`config.mk`:
```
export PLATFORM = sky130hd
export DESIGN_NAME = sitp_queue
export DESIGN_NICKNAME = d
export VERILOG_FILES = /design/src/sitp_pkg.sv /design/src/sitp_queue.sv
export SDC_FILE = /design/constraint.sdc
export NUM_CORES = 1
export LEC_CHECK = 0
export BUFFER_PORTS_ARGS = -buffer_cell sky130_fd_sc_hd__buf_2
export CAP_MARGIN = 10
export CELL_PAD_IN_SITES_DETAIL_PLACEMENT = 0
export CELL_PAD_IN_SITES_GLOBAL_PLACEMENT = 2
export CORE_UTILIZATION = 41
export CTS_CLUSTER_SIZE = 24
export DETAILED_ROUTE_END_ITERATION = 12
export PLACE_DENSITY_LB_ADDON = 0.05
export SLEW_MARGIN = 20
export SYNTH_ARGS = -nofsm -noshare
export SYNTH_HDL_FRONTEND = slang
export SYNTH_SLANG_ARGS = --single-unit
export TNS_END_PERCENT = 10
```
`constraint.sdc`:
```
create_clock -name clk_i -period 13.7 [get_ports clk_i]
set_input_delay 2.74 -clock clk_i [delete_from_list [all_inputs] [get_ports clk_i]]
set_output_delay 2.74 -clock clk_i [all_outputs]
set_load 0.01 [all_outputs]
```
`src/sitp_pkg.sv`:
```
package sitp_pkg;

  localparam int unsigned AddrW     = 64;
  localparam int unsigned ByteW     = 8;
  localparam int unsigned NumBytes  = 8;
  localparam int unsigned SigW      = 10;
  localparam int unsigned AccW      = 11;
  localparam int unsigned FoldShift = 8;
  localparam int unsigned RotPeriod = 4;
  localparam logic [SigW-1:0] SigMask = 10'h3FF;

  // reciprocal for the slot modulo: q = (sig * M) >> RecipShift, off by at most one low
  localparam int unsigned RecipShift = 20;
  localparam int unsigned RecipW     = 21;

  typedef enum logic [1:0] {
    OUT_STORED = 2'd0,
    OUT_PAIRED = 2'd1,
    OUT_HELD   = 2'd2
  } outcome_e;

  typedef enum logic [1:0] {
    BK_CLEAR,
    BK_IDLE,
    BK_READ,
    BK_DECIDE
  } back_state_e;

  typedef struct packed {
    logic [AddrW-1:0] addr;
    logic [SigW-1:0]  sig;
    logic [SigW-1:0]  idx;
  } sitp_job_t;

  function automatic logic [SigW-1:0] hash_sig(input logic [NumBytes-1:0][ByteW-1:0] b);
    logic [AccW-1:0] acc;
    acc = '0;
    for (int i = 0; i < NumBytes; i++) begin
      acc = acc ^ (AccW'(b[i]) << (i % RotPeriod));
    end
    acc = acc ^ (acc >> FoldShift);
    return acc[SigW-1:0] & SigMask;
  endfunction

endpackage

```
`src/sitp_queue.sv`:
```
module sitp_queue import sitp_pkg::*; (
  input  logic       clk_i,
  input  logic       rst_ni,
  input  logic       push_valid_i,
  output logic       push_ready_o,
  input  sitp_job_t  push_job_i,
  output logic       pop_valid_o,
  input  logic       pop_ready_i,
  output sitp_job_t  pop_job_o
);

  sitp_job_t  slot_q [2];
  logic       wr_ptr_q;
  logic       rd_ptr_q;
  logic [1:0] count_q;
  logic       push;
  logic       pop;

  assign push_ready_o = (count_q != 2'd2);
  assign pop_valid_o  = (count_q != 2'd0);
  assign push         = push_valid_i && push_ready_o;
  assign pop          = pop_valid_o && pop_ready_i;
  assign pop_job_o    = slot_q[rd_ptr_q];

  always_ff @(posedge clk_i or negedge rst_ni) begin
    if (!rst_ni) begin
      wr_ptr_q <= 1'b0;
      rd_ptr_q <= 1'b0;
      count_q  <= 2'd0;
    end else begin
      if (push) begin
        wr_ptr_q <= !wr_ptr_q;
      end
      if (pop) begin
        rd_ptr_q <= !rd_ptr_q;
      end
      if (push && !pop) begin
        count_q <= count_q + 2'd1;
      end else if (pop && !push) begin
        count_q <= count_q - 2'd1;
      end
    end
  end

  always_ff @(posedge clk_i) begin
    if (push) begin
      slot_q[wr_ptr_q] <= push_job_i;
    end
  end

endmodule

```
* Word-level counts from Yosys, hierarchy flattened
Memories as Yosys holds them, arrays and structs flattened. Index checks and enable logic that the tools add are counted.
Word-level totals: output and inout port bits 86, RAM bits 168, memories 1, word-level logic and storage cells 21, bits in registers 4, input port bits 88
Memories:
- slot_q | words 2, width 84, read ports 1, clocked after memory_dff 0, write ports 1, line sitp_queue.sv:12 | sitp_job_t slot_q [2];
Operators by class: add/subtract/negate cells 2, equality and inequality tests 1, muxes and demuxes 4, reduce and logical (&&, ||, !) cells 10
Operators with widths (number):
- logical AND 1 bit | 4
- zero test 1 bit | 4
- 2-to-1 mux 2 bit | 2
- nonzero test 2 bit | 2
- adder 2 x 1 -> 2 bit (second input constant) | 1
- 2-to-1 mux 1 bit | 2
- != test 2 bit (second input constant) | 1
- subtractor 2 x 1 -> 2 bit (second input constant) | 1

* Depth between registers and ports, before layout
word-level depth 6, mapped depth 7, mapped depth without buffers 7

* Worst setup path after synthesis
OpenSTA, ideal clock, no wires.
path type input -> register, from input port push_valid_i, to memory slot_q[0][0] (netlist bit), enable pin, data required time 13.173 ns, slack 6.840 ns, buffers on the path 0, arrival 6.333 ns, cell stages on the path 2, setup time 0.527 ns, cells stage by stage nand2_1 > nor2_1
Between the ends: cells in the longest elaborated chain, start to end 3
RTL lines:
- from (decl) | line sitp_queue.sv:4 | input logic push_valid_i,
- logical AND 1 bit | line sitp_queue.sv:21 | assign push = push_valid_i && push_ready_o;
- 2-to-1 mux 1 bit | line sitp_queue.sv:46 | if (push) begin
- 2-to-1 mux 1 bit (implied by the code) | line sitp_queue.sv:47 | slot_q[wr_ptr_q] <= push_job_i;
- to (decl) | line sitp_queue.sv:12
Every way passes these cells.

==> summary.txt <==
Run status
  • Status: complete, but fails checks
  • Failing checks: design-rule violations

Global routing
  • Global-route usage over all layers: roughly 15%
  • Largest net degree at the start of global routing: 66
  • Vias in the first global route: 3110
  • First-pass GRT wire length: 16.9 mm
  • Number of antenna violations at the first check in global routing: 2
  • Total global routing overflow: 0

CTS
  • Post-CTS Setup Bufs: 0
  • Clk_lat worst skew: about 0.42 ns
  • Clock Pin Slew Worst Setup and Hold Paths: roughly 0.06 ns
  • Num CTS Buffers: 17
  • Post_cts resized: 0
  • Number of H-tree levels: 4
  • CTS tree: built
  • Clock tree sinks: between 150 and 200
  • Cts hold-fix bufs: 0
  • Max Root-Sink Buffers: 2
  • Clock root buffer: clkbuf_16

Yosys
  • Synth Instances: roughly 280
  • Seq/Total Area, Yosys: between 80 and 90%
  • Synthesized Nets: ~370
  • Synth unique cells: 16
  • Flops & latches, synth: 172
  • Mapped Avg Cell Area: between 20 and 25 µm²
  • Mapped cell area: 6260 µm²
  • Yosys warns: 0

Critical path
  • Crit path largest cell delay: ~0.78 ns
  • Worst Path Max Fanout: 47
  • Slowest-stage cell, CP: dfrtp_4
  • Setup CP Type: reg2out
  • Crit path DAT: about 2.5 ns
  • CP required: roughly 11 ns
  • Startpoint types: flop
  • CP Capture Type: primary output
  • Crit path cell chain: buf_4, mux2_2, buf_2

Die
  • # rows: between 40 and 50
  • Starting density of the core: ~43%
  • I/O pin count: 174
  • Die area: approximately 16000 µm²
  • Area of the core: around 15000 µm²
  • Die height: 126 µm
  • Die width: 126 µm

STA
  • Setup TNS: 0 ns
  • PnR worst setup slack: ~8.5 ns
  • Number of slew-limit violations in the final report: 0
  • Worst relative slew slack: between 30 and 40%
  • Final setup vio count: 0
  • Clk_skew: 0.00561 ns
  • Crit path time final: 5.19 ns
  • Final Hold Fails: 0
  • RSZ-0062 raised after global routing: no
  • Fmax: approximately 190 MHz
  • Final Cycle Share: between 30% and 40%
  • Slew at the pin with the worst max-slew slack: between 0.9 and 1 ns

Route
  • Avg WL per Cell: roughly 17 µm
  • Via count: approximately 3200
  • Final antenna-violating net count: 0
  • Initial DRC count: between 200 and 250
  • Drt first pass iters: 9
  • Vias per cell: 4.76
  • WL final: approximately 11 mm
  • Residual DRC count: 9

Cells and area
  • Commonest non-fill, non-tap cell in the layout: buf_2
  • ANT cells: 0
  • Share of cells above drive strength 1: between 50 and 60%
  • Final nets: about 560
  • Post-layout util: between 50 and 60%
  • Area delta synth->final: 26.8%
  • Final Non-Filler Cells: between 600 and 700
  • Most frequent cells in the layout: buf_2 (173), edfxtp_1 (168), mux2_1 (50)

Min path
  • Hold WC Path Type: reg2reg

Place
  • Gpl congestion: 0.669
  • Detailed placement HPWL: roughly 7.2 mm
  • Dpl cells: approximately 630
  • Port Buf Inserts: 173
  • Post-place setup slack: slightly below 9 ns

Run
  • Max-Cap Viols: 0

Power and ir drop
  • VDD IR max: between 0.1 and 0.15 mV
  • Static Leakage: around 3.0 nW
  • Power per cell area: 214 nW/µm²
[area by class of cell]
class                      count  area, µm²
clock buffer                  20        437
clock inverter                11        150
fill                        1193       6760
inverter                       1       3.75
multi-input combinational     97       1050
sequential                   172       5150
tap                          184        230
timing repair buffer         178        923
[metrics by stage]
step	cell area (µm²)	hold slack, ns	power, mW
floorplan	6260	0.456	1.07
detailed placement	7350	0.487	1.24
CTS	7940	0.502	1.73
global placement	7320	0.483	1.23
finish	7940	0.511	1.70
global route	7940	0.541	1.78
[metal layers]
layer	track usage, %	up-vias	routed length (µm)
met2	23.7	109	5530
met5	0	-	13
met4	7.53	2	204
met3	6.03	18	914
met1	17.8	1532	4640
li1	-	1492	-
[flip-flops by register name (all words and copies together) (netlist names)]
name      cells
slot_q      168
rd_ptr_q      1
wr_ptr_q      1
count_q       2
[Yosys cell counts]
| cell type | instances | area, µm² |
|---|---|---|
| nor2_1 | 2 | 7.51 |
| dfrtp_1 | 4 | 100 |
| mux2_2 | 34 | 383 |
| inv_1 | 1 | 3.75 |
| buf_2 | 3 | 15.0 |
| and3_1 | 1 | 6.26 |
| mux2_1 | 50 | 563 |
| nand2_1 | 2 | 7.51 |
| buf_4 | 1 | 7.51 |
| xnor2_1 | 3 | 26.3 |
| nand2b_1 | 1 | 6.26 |
| buf_6 | 5 | 56.3 |
| edfxtp_1 | 168 | 5040 |
| or2_2 | 1 | 6.26 |
| xor2_1 | 2 | 17.5 |
| ha_1 | 1 | 12.5 |
[path summary, 6_finish.rpt]
kind,start,endpoint,slack (ns),cells after the start
max in group asynchronous,rst_ni,rd_ptr_q,11.43,1
worst max register to register,count_q[0],slot_q[1][64],11.52,3
min in group asynchronous,rst_ni,count_q[0],2.12,1
worst min register to register,count_q[1],count_q[1],0.51,1
worst max-delay path,rd_ptr_q,pop_job_o[75],8.51,3
worst min-delay path,count_q[1],count_q[1],0.51,1
[worst max-delay path, delay by kind of cell, from the launching register on]
family | cells | cell delay [ns]
flops | 1 | 0.78
mux | 1 | 0.42
buf+inv | 2 | 0.78
[power by group]
| group | internal [mW] | switching (mW) |
|---|---|---|
| combinational | 0.201 | 0.248 |
| sequential | 0.721 | 0.0483 |
| clock | 0.300 | 0.179 |
| total | 1.22 | 0.476 |
[kinds of logic after synthesis]
group,Yosys count,synth area share (%)
DFF,172,82.1
buffers and inverters,10,1.32
adders and majority gates,1,0.200
muxes,84,15.1
and+or+nand+nor,7,0.540
xor gates and xnor gates,5,0.699
(Power assumes the default switching activity.)
