[config.mk]
export PLATFORM = sky130hd
export DESIGN_NAME = sitp_front_flat
export DESIGN_NICKNAME = d
export VERILOG_FILES = /design/src/sitp_pkg.sv /design/src/sitp_if.sv /design/src/sitp_front.sv /design/src/flat_wrapper.sv
export SDC_FILE = /design/constraint.sdc
export NUM_CORES = 1
export LEC_CHECK = 0
export ABC_AREA = 1
export BUFFER_PORTS_ARGS = -buffer_cell sky130_fd_sc_hd__clkbuf_2
export CORE_ASPECT_RATIO = 1.4
export CORE_UTILIZATION = 45
export CTS_CLUSTER_DIAMETER = 120
export DETAILED_ROUTE_END_ITERATION = 12
export GPL_TIMING_DRIVEN = 0
export PLACE_DENSITY = 0.88
export SETUP_SLACK_MARGIN = 0.1
export SLEW_MARGIN = 10
export SYNTH_ARGS = -nofsm -noshare
export SYNTH_HDL_FRONTEND = slang
export SYNTH_SLANG_ARGS = --single-unit
[constraint.sdc]
create_clock -name clk_i -period 18.94 [get_ports clk_i]
set_clock_uncertainty 0.2 [all_clocks]
set_input_delay 1.894 -clock clk_i [delete_from_list [all_inputs] [get_ports clk_i]]
set_output_delay 1.894 -clock clk_i [all_outputs]
set_load 0.01 [all_outputs]
[src/sitp_pkg.sv]
package sitp_pkg;

  localparam int unsigned AddrW     = 64;
  localparam int unsigned ByteW     = 8;
  localparam int unsigned NumBytes  = 8;
  localparam int unsigned SigW      = 10;
  localparam int unsigned AccW      = 11;
  localparam int unsigned FoldShift = 8;
  localparam int unsigned RotPeriod = 4;
  localparam logic [SigW-1:0] SigMask = 10'h3FF;

  // reciprocal for the slot modulo: q = (sig * M) >> RecipShift, off by at most one low
  localparam int unsigned RecipShift = 20;
  localparam int unsigned RecipW     = 21;

  typedef enum logic [1:0] {
    OUT_STORED = 2'd0,
    OUT_PAIRED = 2'd1,
    OUT_HELD   = 2'd2
  } outcome_e;

  typedef enum logic [1:0] {
    BK_CLEAR,
    BK_IDLE,
    BK_READ,
    BK_DECIDE
  } back_state_e;

  typedef struct packed {
    logic [AddrW-1:0] addr;
    logic [SigW-1:0]  sig;
    logic [SigW-1:0]  idx;
  } sitp_job_t;

  function automatic logic [SigW-1:0] hash_sig(input logic [NumBytes-1:0][ByteW-1:0] b);
    logic [AccW-1:0] acc;
    acc = '0;
    for (int i = 0; i < NumBytes; i++) begin
      acc = acc ^ (AccW'(b[i]) << (i % RotPeriod));
    end
    acc = acc ^ (acc >> FoldShift);
    return acc[SigW-1:0] & SigMask;
  endfunction

endpackage

[src/sitp_if.sv]
interface sitp_in_if import sitp_pkg::*; ();
  logic             valid;
  logic             ready;
  logic [AddrW-1:0] line_address;
  logic [ByteW-1:0] sample_byte_0;
  logic [ByteW-1:0] sample_byte_1;
  logic [ByteW-1:0] sample_byte_2;
  logic [ByteW-1:0] sample_byte_3;
  logic [ByteW-1:0] sample_byte_4;
  logic [ByteW-1:0] sample_byte_5;
  logic [ByteW-1:0] sample_byte_6;
  logic [ByteW-1:0] sample_byte_7;

  modport source (
    output valid, line_address, sample_byte_0, sample_byte_1, sample_byte_2,
           sample_byte_3, sample_byte_4, sample_byte_5, sample_byte_6, sample_byte_7,
    input  ready
  );
  modport sink (
    input  valid, line_address, sample_byte_0, sample_byte_1, sample_byte_2,
           sample_byte_3, sample_byte_4, sample_byte_5, sample_byte_6, sample_byte_7,
    output ready
  );
  modport monitor (
    input valid, ready, line_address, sample_byte_0, sample_byte_1, sample_byte_2,
          sample_byte_3, sample_byte_4, sample_byte_5, sample_byte_6, sample_byte_7
  );
endinterface


[src/sitp_front.sv]
module sitp_front import sitp_pkg::*; #(
  parameter int unsigned TABLE_SLOTS = 1024
) (
  input  logic       clk_i,
  input  logic       rst_ni,
  sitp_in_if.sink    in_i,
  input  logic       busy_i,
  output logic       push_valid_o,
  input  logic       push_ready_i,
  output sitp_job_t  push_job_o
);

  localparam int unsigned IdxW  = (TABLE_SLOTS > 1) ? $clog2(TABLE_SLOTS) : 1;
  localparam int unsigned SlotW = SigW + 1;
  localparam int unsigned ProdW = SigW + RecipW;
  localparam logic [RecipW-1:0] RecipM = RecipW'((1 << RecipShift) / TABLE_SLOTS);
  localparam logic [SlotW-1:0]  Slots  = SlotW'(TABLE_SLOTS);

  logic                      a_valid_q;
  logic [AddrW-1:0]          a_addr_q;
  logic [SigW-1:0]           a_sig_q;
  logic [ProdW-1:0]          a_prod_q;
  logic [SigW-1:0]           sig_d;
  logic [ProdW-1:0]          prod_d;
  logic [SigW-1:0]           quot;
  logic [SigW+SlotW-1:0]     quot_slots;
  logic [SlotW-1:0]          rem;
  logic [SlotW-1:0]          rem_fix;
  logic                      accept;
  logic                      advance;

  assign advance     = a_valid_q && push_ready_i;
  assign in_i.ready  = !busy_i && (!a_valid_q || push_ready_i);
  assign accept      = in_i.valid && in_i.ready;

  assign sig_d  = hash_sig({in_i.sample_byte_7, in_i.sample_byte_6, in_i.sample_byte_5,
                            in_i.sample_byte_4, in_i.sample_byte_3, in_i.sample_byte_2,
                            in_i.sample_byte_1, in_i.sample_byte_0});
  assign prod_d = ProdW'(sig_d) * ProdW'(RecipM);

  always_ff @(posedge clk_i or negedge rst_ni) begin
    if (!rst_ni) begin
      a_valid_q <= 1'b0;
    end else if (accept) begin
      a_valid_q <= 1'b1;
    end else if (advance) begin
      a_valid_q <= 1'b0;
    end
  end

  always_ff @(posedge clk_i) begin
    if (accept) begin
      a_addr_q <= in_i.line_address;
      a_sig_q  <= sig_d;
      a_prod_q <= prod_d;
    end
  end

  // slot index: reciprocal estimate then one correction step
  assign quot       = a_prod_q[RecipShift +: SigW];
  assign quot_slots = (SigW+SlotW)'(quot) * (SigW+SlotW)'(Slots);
  assign rem        = SlotW'((SigW+SlotW)'(a_sig_q) - quot_slots);
  assign rem_fix    = (rem >= Slots) ? (rem - Slots) : rem;

  assign push_valid_o    = a_valid_q;
  assign push_job_o.addr = a_addr_q;
  assign push_job_o.sig  = a_sig_q;
  assign push_job_o.idx  = SigW'(rem_fix[IdxW-1:0]);

endmodule

[src/flat_wrapper.sv]
// flat-port wrapper written by rule: the top's interface ports become plain ports
module sitp_front_flat import sitp_pkg::*;
#(
  parameter int unsigned TABLE_SLOTS = 1024
)
  (clk_i, rst_ni, busy_i, push_valid_o, push_ready_i, push_job_o, in_i_valid, in_i_line_address, in_i_sample_byte_0, in_i_sample_byte_1, in_i_sample_byte_2, in_i_sample_byte_3, in_i_sample_byte_4, in_i_sample_byte_5, in_i_sample_byte_6, in_i_sample_byte_7, in_i_ready);
  sitp_in_if in_i_i ();
  input  logic clk_i;
  input  logic rst_ni;
  input  logic busy_i;
  output logic push_valid_o;
  input  logic push_ready_i;
  output sitp_job_t push_job_o;
  input wire logic [$bits(in_i_i.valid)-1:0] in_i_valid;
  input wire logic [$bits(in_i_i.line_address)-1:0] in_i_line_address;
  input wire logic [$bits(in_i_i.sample_byte_0)-1:0] in_i_sample_byte_0;
  input wire logic [$bits(in_i_i.sample_byte_1)-1:0] in_i_sample_byte_1;
  input wire logic [$bits(in_i_i.sample_byte_2)-1:0] in_i_sample_byte_2;
  input wire logic [$bits(in_i_i.sample_byte_3)-1:0] in_i_sample_byte_3;
  input wire logic [$bits(in_i_i.sample_byte_4)-1:0] in_i_sample_byte_4;
  input wire logic [$bits(in_i_i.sample_byte_5)-1:0] in_i_sample_byte_5;
  input wire logic [$bits(in_i_i.sample_byte_6)-1:0] in_i_sample_byte_6;
  input wire logic [$bits(in_i_i.sample_byte_7)-1:0] in_i_sample_byte_7;
  output wire logic [$bits(in_i_i.ready)-1:0] in_i_ready;
  assign in_i_i.valid = in_i_valid;
  assign in_i_i.line_address = in_i_line_address;
  assign in_i_i.sample_byte_0 = in_i_sample_byte_0;
  assign in_i_i.sample_byte_1 = in_i_sample_byte_1;
  assign in_i_i.sample_byte_2 = in_i_sample_byte_2;
  assign in_i_i.sample_byte_3 = in_i_sample_byte_3;
  assign in_i_i.sample_byte_4 = in_i_sample_byte_4;
  assign in_i_i.sample_byte_5 = in_i_sample_byte_5;
  assign in_i_i.sample_byte_6 = in_i_sample_byte_6;
  assign in_i_i.sample_byte_7 = in_i_sample_byte_7;
  assign in_i_ready = in_i_i.ready;
  sitp_front #(.TABLE_SLOTS(TABLE_SLOTS)) u_core (.clk_i(clk_i), .rst_ni(rst_ni), .in_i(in_i_i), .busy_i(busy_i), .push_valid_o(push_valid_o), .push_ready_i(push_ready_i), .push_job_o(push_job_o));
endmodule
=== Word level (Yosys, flattened, before mapping) ===
Index checks and enable logic that the tools add are counted.

* Bits in registers: 75
* Input port bits: 133
* Output and inout bits: 86
* Word-level logic and storage cells: 23

* Add/sub/neg operators: 1
* Magnitude comparators: 1
* Mux-type cells: 3
* Bitwise gates (word level): 8
* Reduce and logical (&&, ||, !) cells: 7

{| class="wikitable"
|+ Operator list
! cell !! count
|-
| bitwise XOR 11 x 10 -> 11 bit || 2
|-
| bitwise XOR 11 bit || 2
|-
| >= comparator 10 x 11 -> 1 bit, second input constant || 1
|-
| bitwise XOR 11 x 8 -> 11 bit || 1
|-
| bitwise XOR 11 x 9 -> 11 bit || 1
|-
| 2-to-1 mux 10 bit || 1
|-
| subtractor 10 x 1 -> 10 bit, second input constant || 1
|-
| bitwise XOR 10 x 3 -> 10 bit || 1
|-
| bitwise XOR 8 x 9 -> 9 bit || 1
|-
| logical AND 1 bit || 3
|-
| logical NOT 1 bit || 2
|-
| 2-to-1 mux 1 bit || 2
|-
| nonzero test 2 bit || 1
|-
| logical OR 1 bit || 1
|}

=== Logic depth before layout (Yosys ltp) ===
* Depth in word-level cells: 8
* Depth in mapped cells: 9
* Mapped depth without buffers: 9

=== Worst setup path before layout ===
No wires, ideal clock.

* Kind: input to register
* Start point: input port busy_i
* End point: register u_core.a_addr_q[0] (enable)
* Library setup time: 0.598 ns
* Arrival time: 7.041 ns
* Data required time: 18.142 ns
* Slack: 11.101 ns
* Cell stages on the path: 1
* Path buffers: 0
* Cell sequence: nor3_1

* Cells in the longest elaborated chain, start to end: 3

{| class="wikitable"
|+ RTL lines
! what !! RTL line !! text
|-
| from (decl) || flat_wrapper.sv:10 || <nowiki>input logic busy_i;</nowiki>
|-
| logical NOT 1 bit || sitp_front.sv:33 || <nowiki>assign in_i.ready = !busy_i && (!a_valid_q || push_ready_i);</nowiki>
|-
| logical AND 1 bit || sitp_front.sv:33 ||
|-
| logical AND 1 bit || sitp_front.sv:34 || <nowiki>assign accept = in_i.valid && in_i.ready;</nowiki>
|-
| to (signal assigned) || sitp_front.sv:53 || <nowiki>a_addr_q <= in_i.line_address;</nowiki>
|-
| to (decl) || sitp_front.sv:20 || <nowiki>logic [AddrW-1:0] a_addr_q;</nowiki>
|}

Every way passes these cells.
A chain may end at the register's enable or synchronous reset.

=== Worst setup path after layout ===
* Start point: input port push_ready_i
* End point: output port in_i_ready

* Cells in the longest elaborated chain, start to end: 2

{| class="wikitable"
|+ RTL lines
! what !! RTL line !! text
|-
| from (decl) || flat_wrapper.sv:12 || <nowiki>input logic push_ready_i;</nowiki>
|-
| logical OR 1 bit || sitp_front.sv:33 ||
|-
| logical AND 1 bit || sitp_front.sv:33 ||
|-
| to (decl) || flat_wrapper.sv:24 || <nowiki>output wire logic [$bits(in_i_i.ready)-1:0] in_i_ready;</nowiki>
|}

Every way passes these cells.

==> summary by stage <==
Run status
The run finished with clean final reports.

Floorplanning
The core footprint is 6980 µm². The floorplan step defined a die boundary enclosing 7600 µm². The vertical die dimension is 103 µm. The floorplan has 36 rows. The x dimension of the die is 74.0 µm. The initial standard-cell utilization of the core is 0.467. In this run the count of I/O pins placed on the die edge is 219.

Synth
By area, the combinational part of the netlist is dominated by simple AND/OR/NAND/NOR gates. The Yosys step of the flow raised 0 warnings. The area share of the largest cell type after synthesis is 0.681. Synthesis produced a netlist with a net count of 421. The leading register cell type out of synthesis is edfxtp_1. The area share of xor/xnor cells in the synthesized design is 0.0583.

The synthesized-area fraction occupied by ao, oa, aoi and oai cells is 0.00192. In the synthesized netlist, the number of instances is 288. Counting flops and latches in the post-synthesis netlist gives 75. The largest total area in the synthesized netlist belongs to edfxtp_1. The share of synthesized registers carrying an async set or reset is 0.0133. Counting flops with a built-in enable in the synthesized netlist gives 74. The simple-gate portion of the synthesized area is 0.168. The unique cell type count in the Yosys netlist is 17. After synthesis, the cell types taking the most area are edfxtp_1, nand2_1, inv_1, nand3_1, xnor2_1. The adder and majority cell fraction of the synthesized area is 0. The share of the Yosys chip area taken by registers is 0.689. After synthesis, the share of cell area in mux cells is 0. By count the netlist is led by nand2_1, edfxtp_1, inv_1, nand3_1, buf_4. In the post-synthesis netlist, the cell with the most instances is nand2_1. The mapped cell area is 3260 µm². Each instance of the synthesized netlist takes up on average 11.3 µm².

Final layout
The layout overhead on the synthesized area is 45.6%. The layout cell share with drive strength beyond 1 is 0.483. The repair_antennas step left the layout with diodes totalling 0. The filler cells instantiated in the layout total 554. The number of nets in the layout is 656.

STA
The routed design could run at a clock period as short as 4.42 ns. The slew at the pin closest to its max-slew limit is 0.570 ns. The post-layout worst setup margin is 14.52 ns. Setup repair after global routing left no endpoint under its margin. Setup violations remaining at the end of the flow were counted as 0. The max-slew violation count was 0. The final cycle utilization of the critical path is 0.233. The tightest slew margin relative to the limit is 0.618.

The maximum clock frequency is 0.226 GHz. The final hold violation count is 0. Setup total negative slack on the finished layout was measured at 0 ns.

Route
The first detailed-routing pass ran for 4 iterations. For this block, the routed nets add up to 7.63 mm of wire. After detailed routing, the average wire length per cell comes to 12.2 µm. For this run, design rule violations remaining after detail routing come to 0.

The via count is 2809. For this block, the initial DRC count from the detailed router was 100. The detail-routed via count per cell is 4.51. The count of antenna-violating nets left after detailed routing is 0.

Global route
The number of global-route vias before repair is 2606. The number of antenna violations at the first check in global routing is 0. The wire length of the first global-routing pass is 11.0 mm. The residual overflow from global routing is 0. The global-route usage over all layers is 0.197.

Entering global routing, the biggest net connects 15 pins.

Clocking
Clock latency on the worst-skew pair, taken at its later pin, is 0.33 ns. The clock tree from TritonCTS is yes. The number of buffers inserted to repair setup after CTS is 0. No sink is reached through more buffers than the 2 on the longest clock path. The number of hold buffers added after CTS was 0. The cell at the root of the clock tree is clkbuf_8.

Clock-pin slew was measured on the worst setup and hold paths at 0.08 ns. The count of clock tree sinks is 75. The H-tree depth is 3. The number of gates resized after CTS was 0. The total CTS buffers is 9.

Placed design
The count of input and output buffers is 218. Detailed placement finished with a half-perimeter wire length of 6.45 mm. The worst setup slack before clock tree synthesis is 14.52 ns. The final weighted congestion of routability-driven global placement is 0.786.

Power and ir drop
Power spread over the standard cell area amounts to 81.1 nW/µm². The design draws 385 µW. The analysis attributes to cell leakage a power of 0.00249 µW. IR analysis of the VDD net gives a maximum drop of 0.0382 mV.

Worst setup path
For the worst setup path, the data arrival time is 2.33 ns. The critical path startpoint category is a primary input. The worst setup path is captured at a primary output. Setup slack on the worst reg-to-reg path comes out at 16.57 ns.

The highest cell delay on the worst timing path is 0.16 ns. Along the worst path, the maximum fanout reaches 2. Data on the critical path is required at its endpoint by 16.85 ns. The critical path goes through clkbuf_2 > nor2_1 > nor2_1 > clkbuf_2. The classification of the worst setup path is in2out. The master of the slowest instance on the critical path is nor2_1.

Run
The max-capacitance violation count is 0.

Worst hold path
The type of the tightest min-delay check is reg2reg.
==> per-layer routing <==
metal  GRT usage  share of wire
met5           0              0
met3      0.0342          0.071
met1       0.205           0.34
met4       0.126          0.036
met2       0.359           0.55
==> kinds of logic (layout without fill, tap and decap cells) <==
kind of cell | Yosys count | after routing
AO/OA/AOI/OAI | 1 | 1
XOR/XNOR | 20 | 20
buffers and inverters | 62 | 302
flip-flops | 75 | 75
AND/OR/NAND/NOR | 130 | 130
==> area by class of cell <==
class / count / area (µm²) / area share
flip-flops and latches: 75 / 2250 / 0.473
repair buffers: 224 / 1150 / 0.242
multi-input cells: 151 / 749 / 0.158
inverters: 52 / 195 / 0.0411
clock buffers: 9 / 124 / 0.0261
well taps: 95 / 119 / 0.0250
clock inverters: 7 / 92.6 / 0.0195
plain buffers: 10 / 75.1 / 0.0158
==> final timing paths <==
path	end	start	cells past startpoint
max	in_i_ready	push_ready_i	4
min	u_core.push_valid_o	u_core.push_valid_o	2
max reg2reg	u_core.a_sig_q[8]	u_core.push_valid_o	7
min reg2reg	u_core.push_valid_o	u_core.push_valid_o	2
max in group asynchronous	u_core.push_valid_o	rst_ni	1
min in group asynchronous	u_core.push_valid_o	rst_ni	1
==> metrics by stage <==
| step | utilization | hold slack (ns) | area, µm² | std cells |
|---|---|---|---|---|
| floorplan | - | 0.379 | 3260 | 288 |
| global placement | 0.641 | 0.335 | 4470 | 601 |
| detailed placement | 0.649 | 0.371 | 4530 | 607 |
| CTS | 0.680 | 0.383 | 4750 | 623 |
| global route | 0.680 | 0.423 | 4750 | 623 |
| finish | 0.680 | 0.376 | 4750 | 623 |
==> critical path, delay by kind of cell <==
kind,cells,cell delay (ns)
AND/OR/NAND/NOR,2,0.22
buffers and inverters,2,0.21
==> where the power goes <==
group	total [µW]	internal, µW	leakage (µW)	switching (µW)
logic	59.0	28.0	0.00169	31.0
clock network	131	73.7	0.000103	57.5
registers	195	193	0.000700	2.56
total	385	294	0.00249	91.0
==> placed cells by master (no fill, tap or decap) <==
cell,n
xnor2_1,9
dfrtp_1,1
inv_1,52
nand2b_1,1
xor2_1,9
nand3_1,21
clkinv_4,1
clkinv_1,1
nor2_1,3
nand2_2,2
nor3_2,1
clkbuf_2,218
xnor2_2,1
buf_6,3
clkinv_2,1
o22ai_1,1
clkbuf_8,9
nand3b_1,6
edfxtp_1,74
xor2_2,1
nor2_2,1
clkinvlp_4,2
nand2_1,95
buf_4,13
bufinv_16,2
==> state kept, by name, summed over array words and instances (netlist names) <==
signal,cells
u_core.push_valid_o,1
u_core.a_sig_q,10
u_core.a_addr_q,64
No activity file was read; power rests on OpenSTA's default activity.
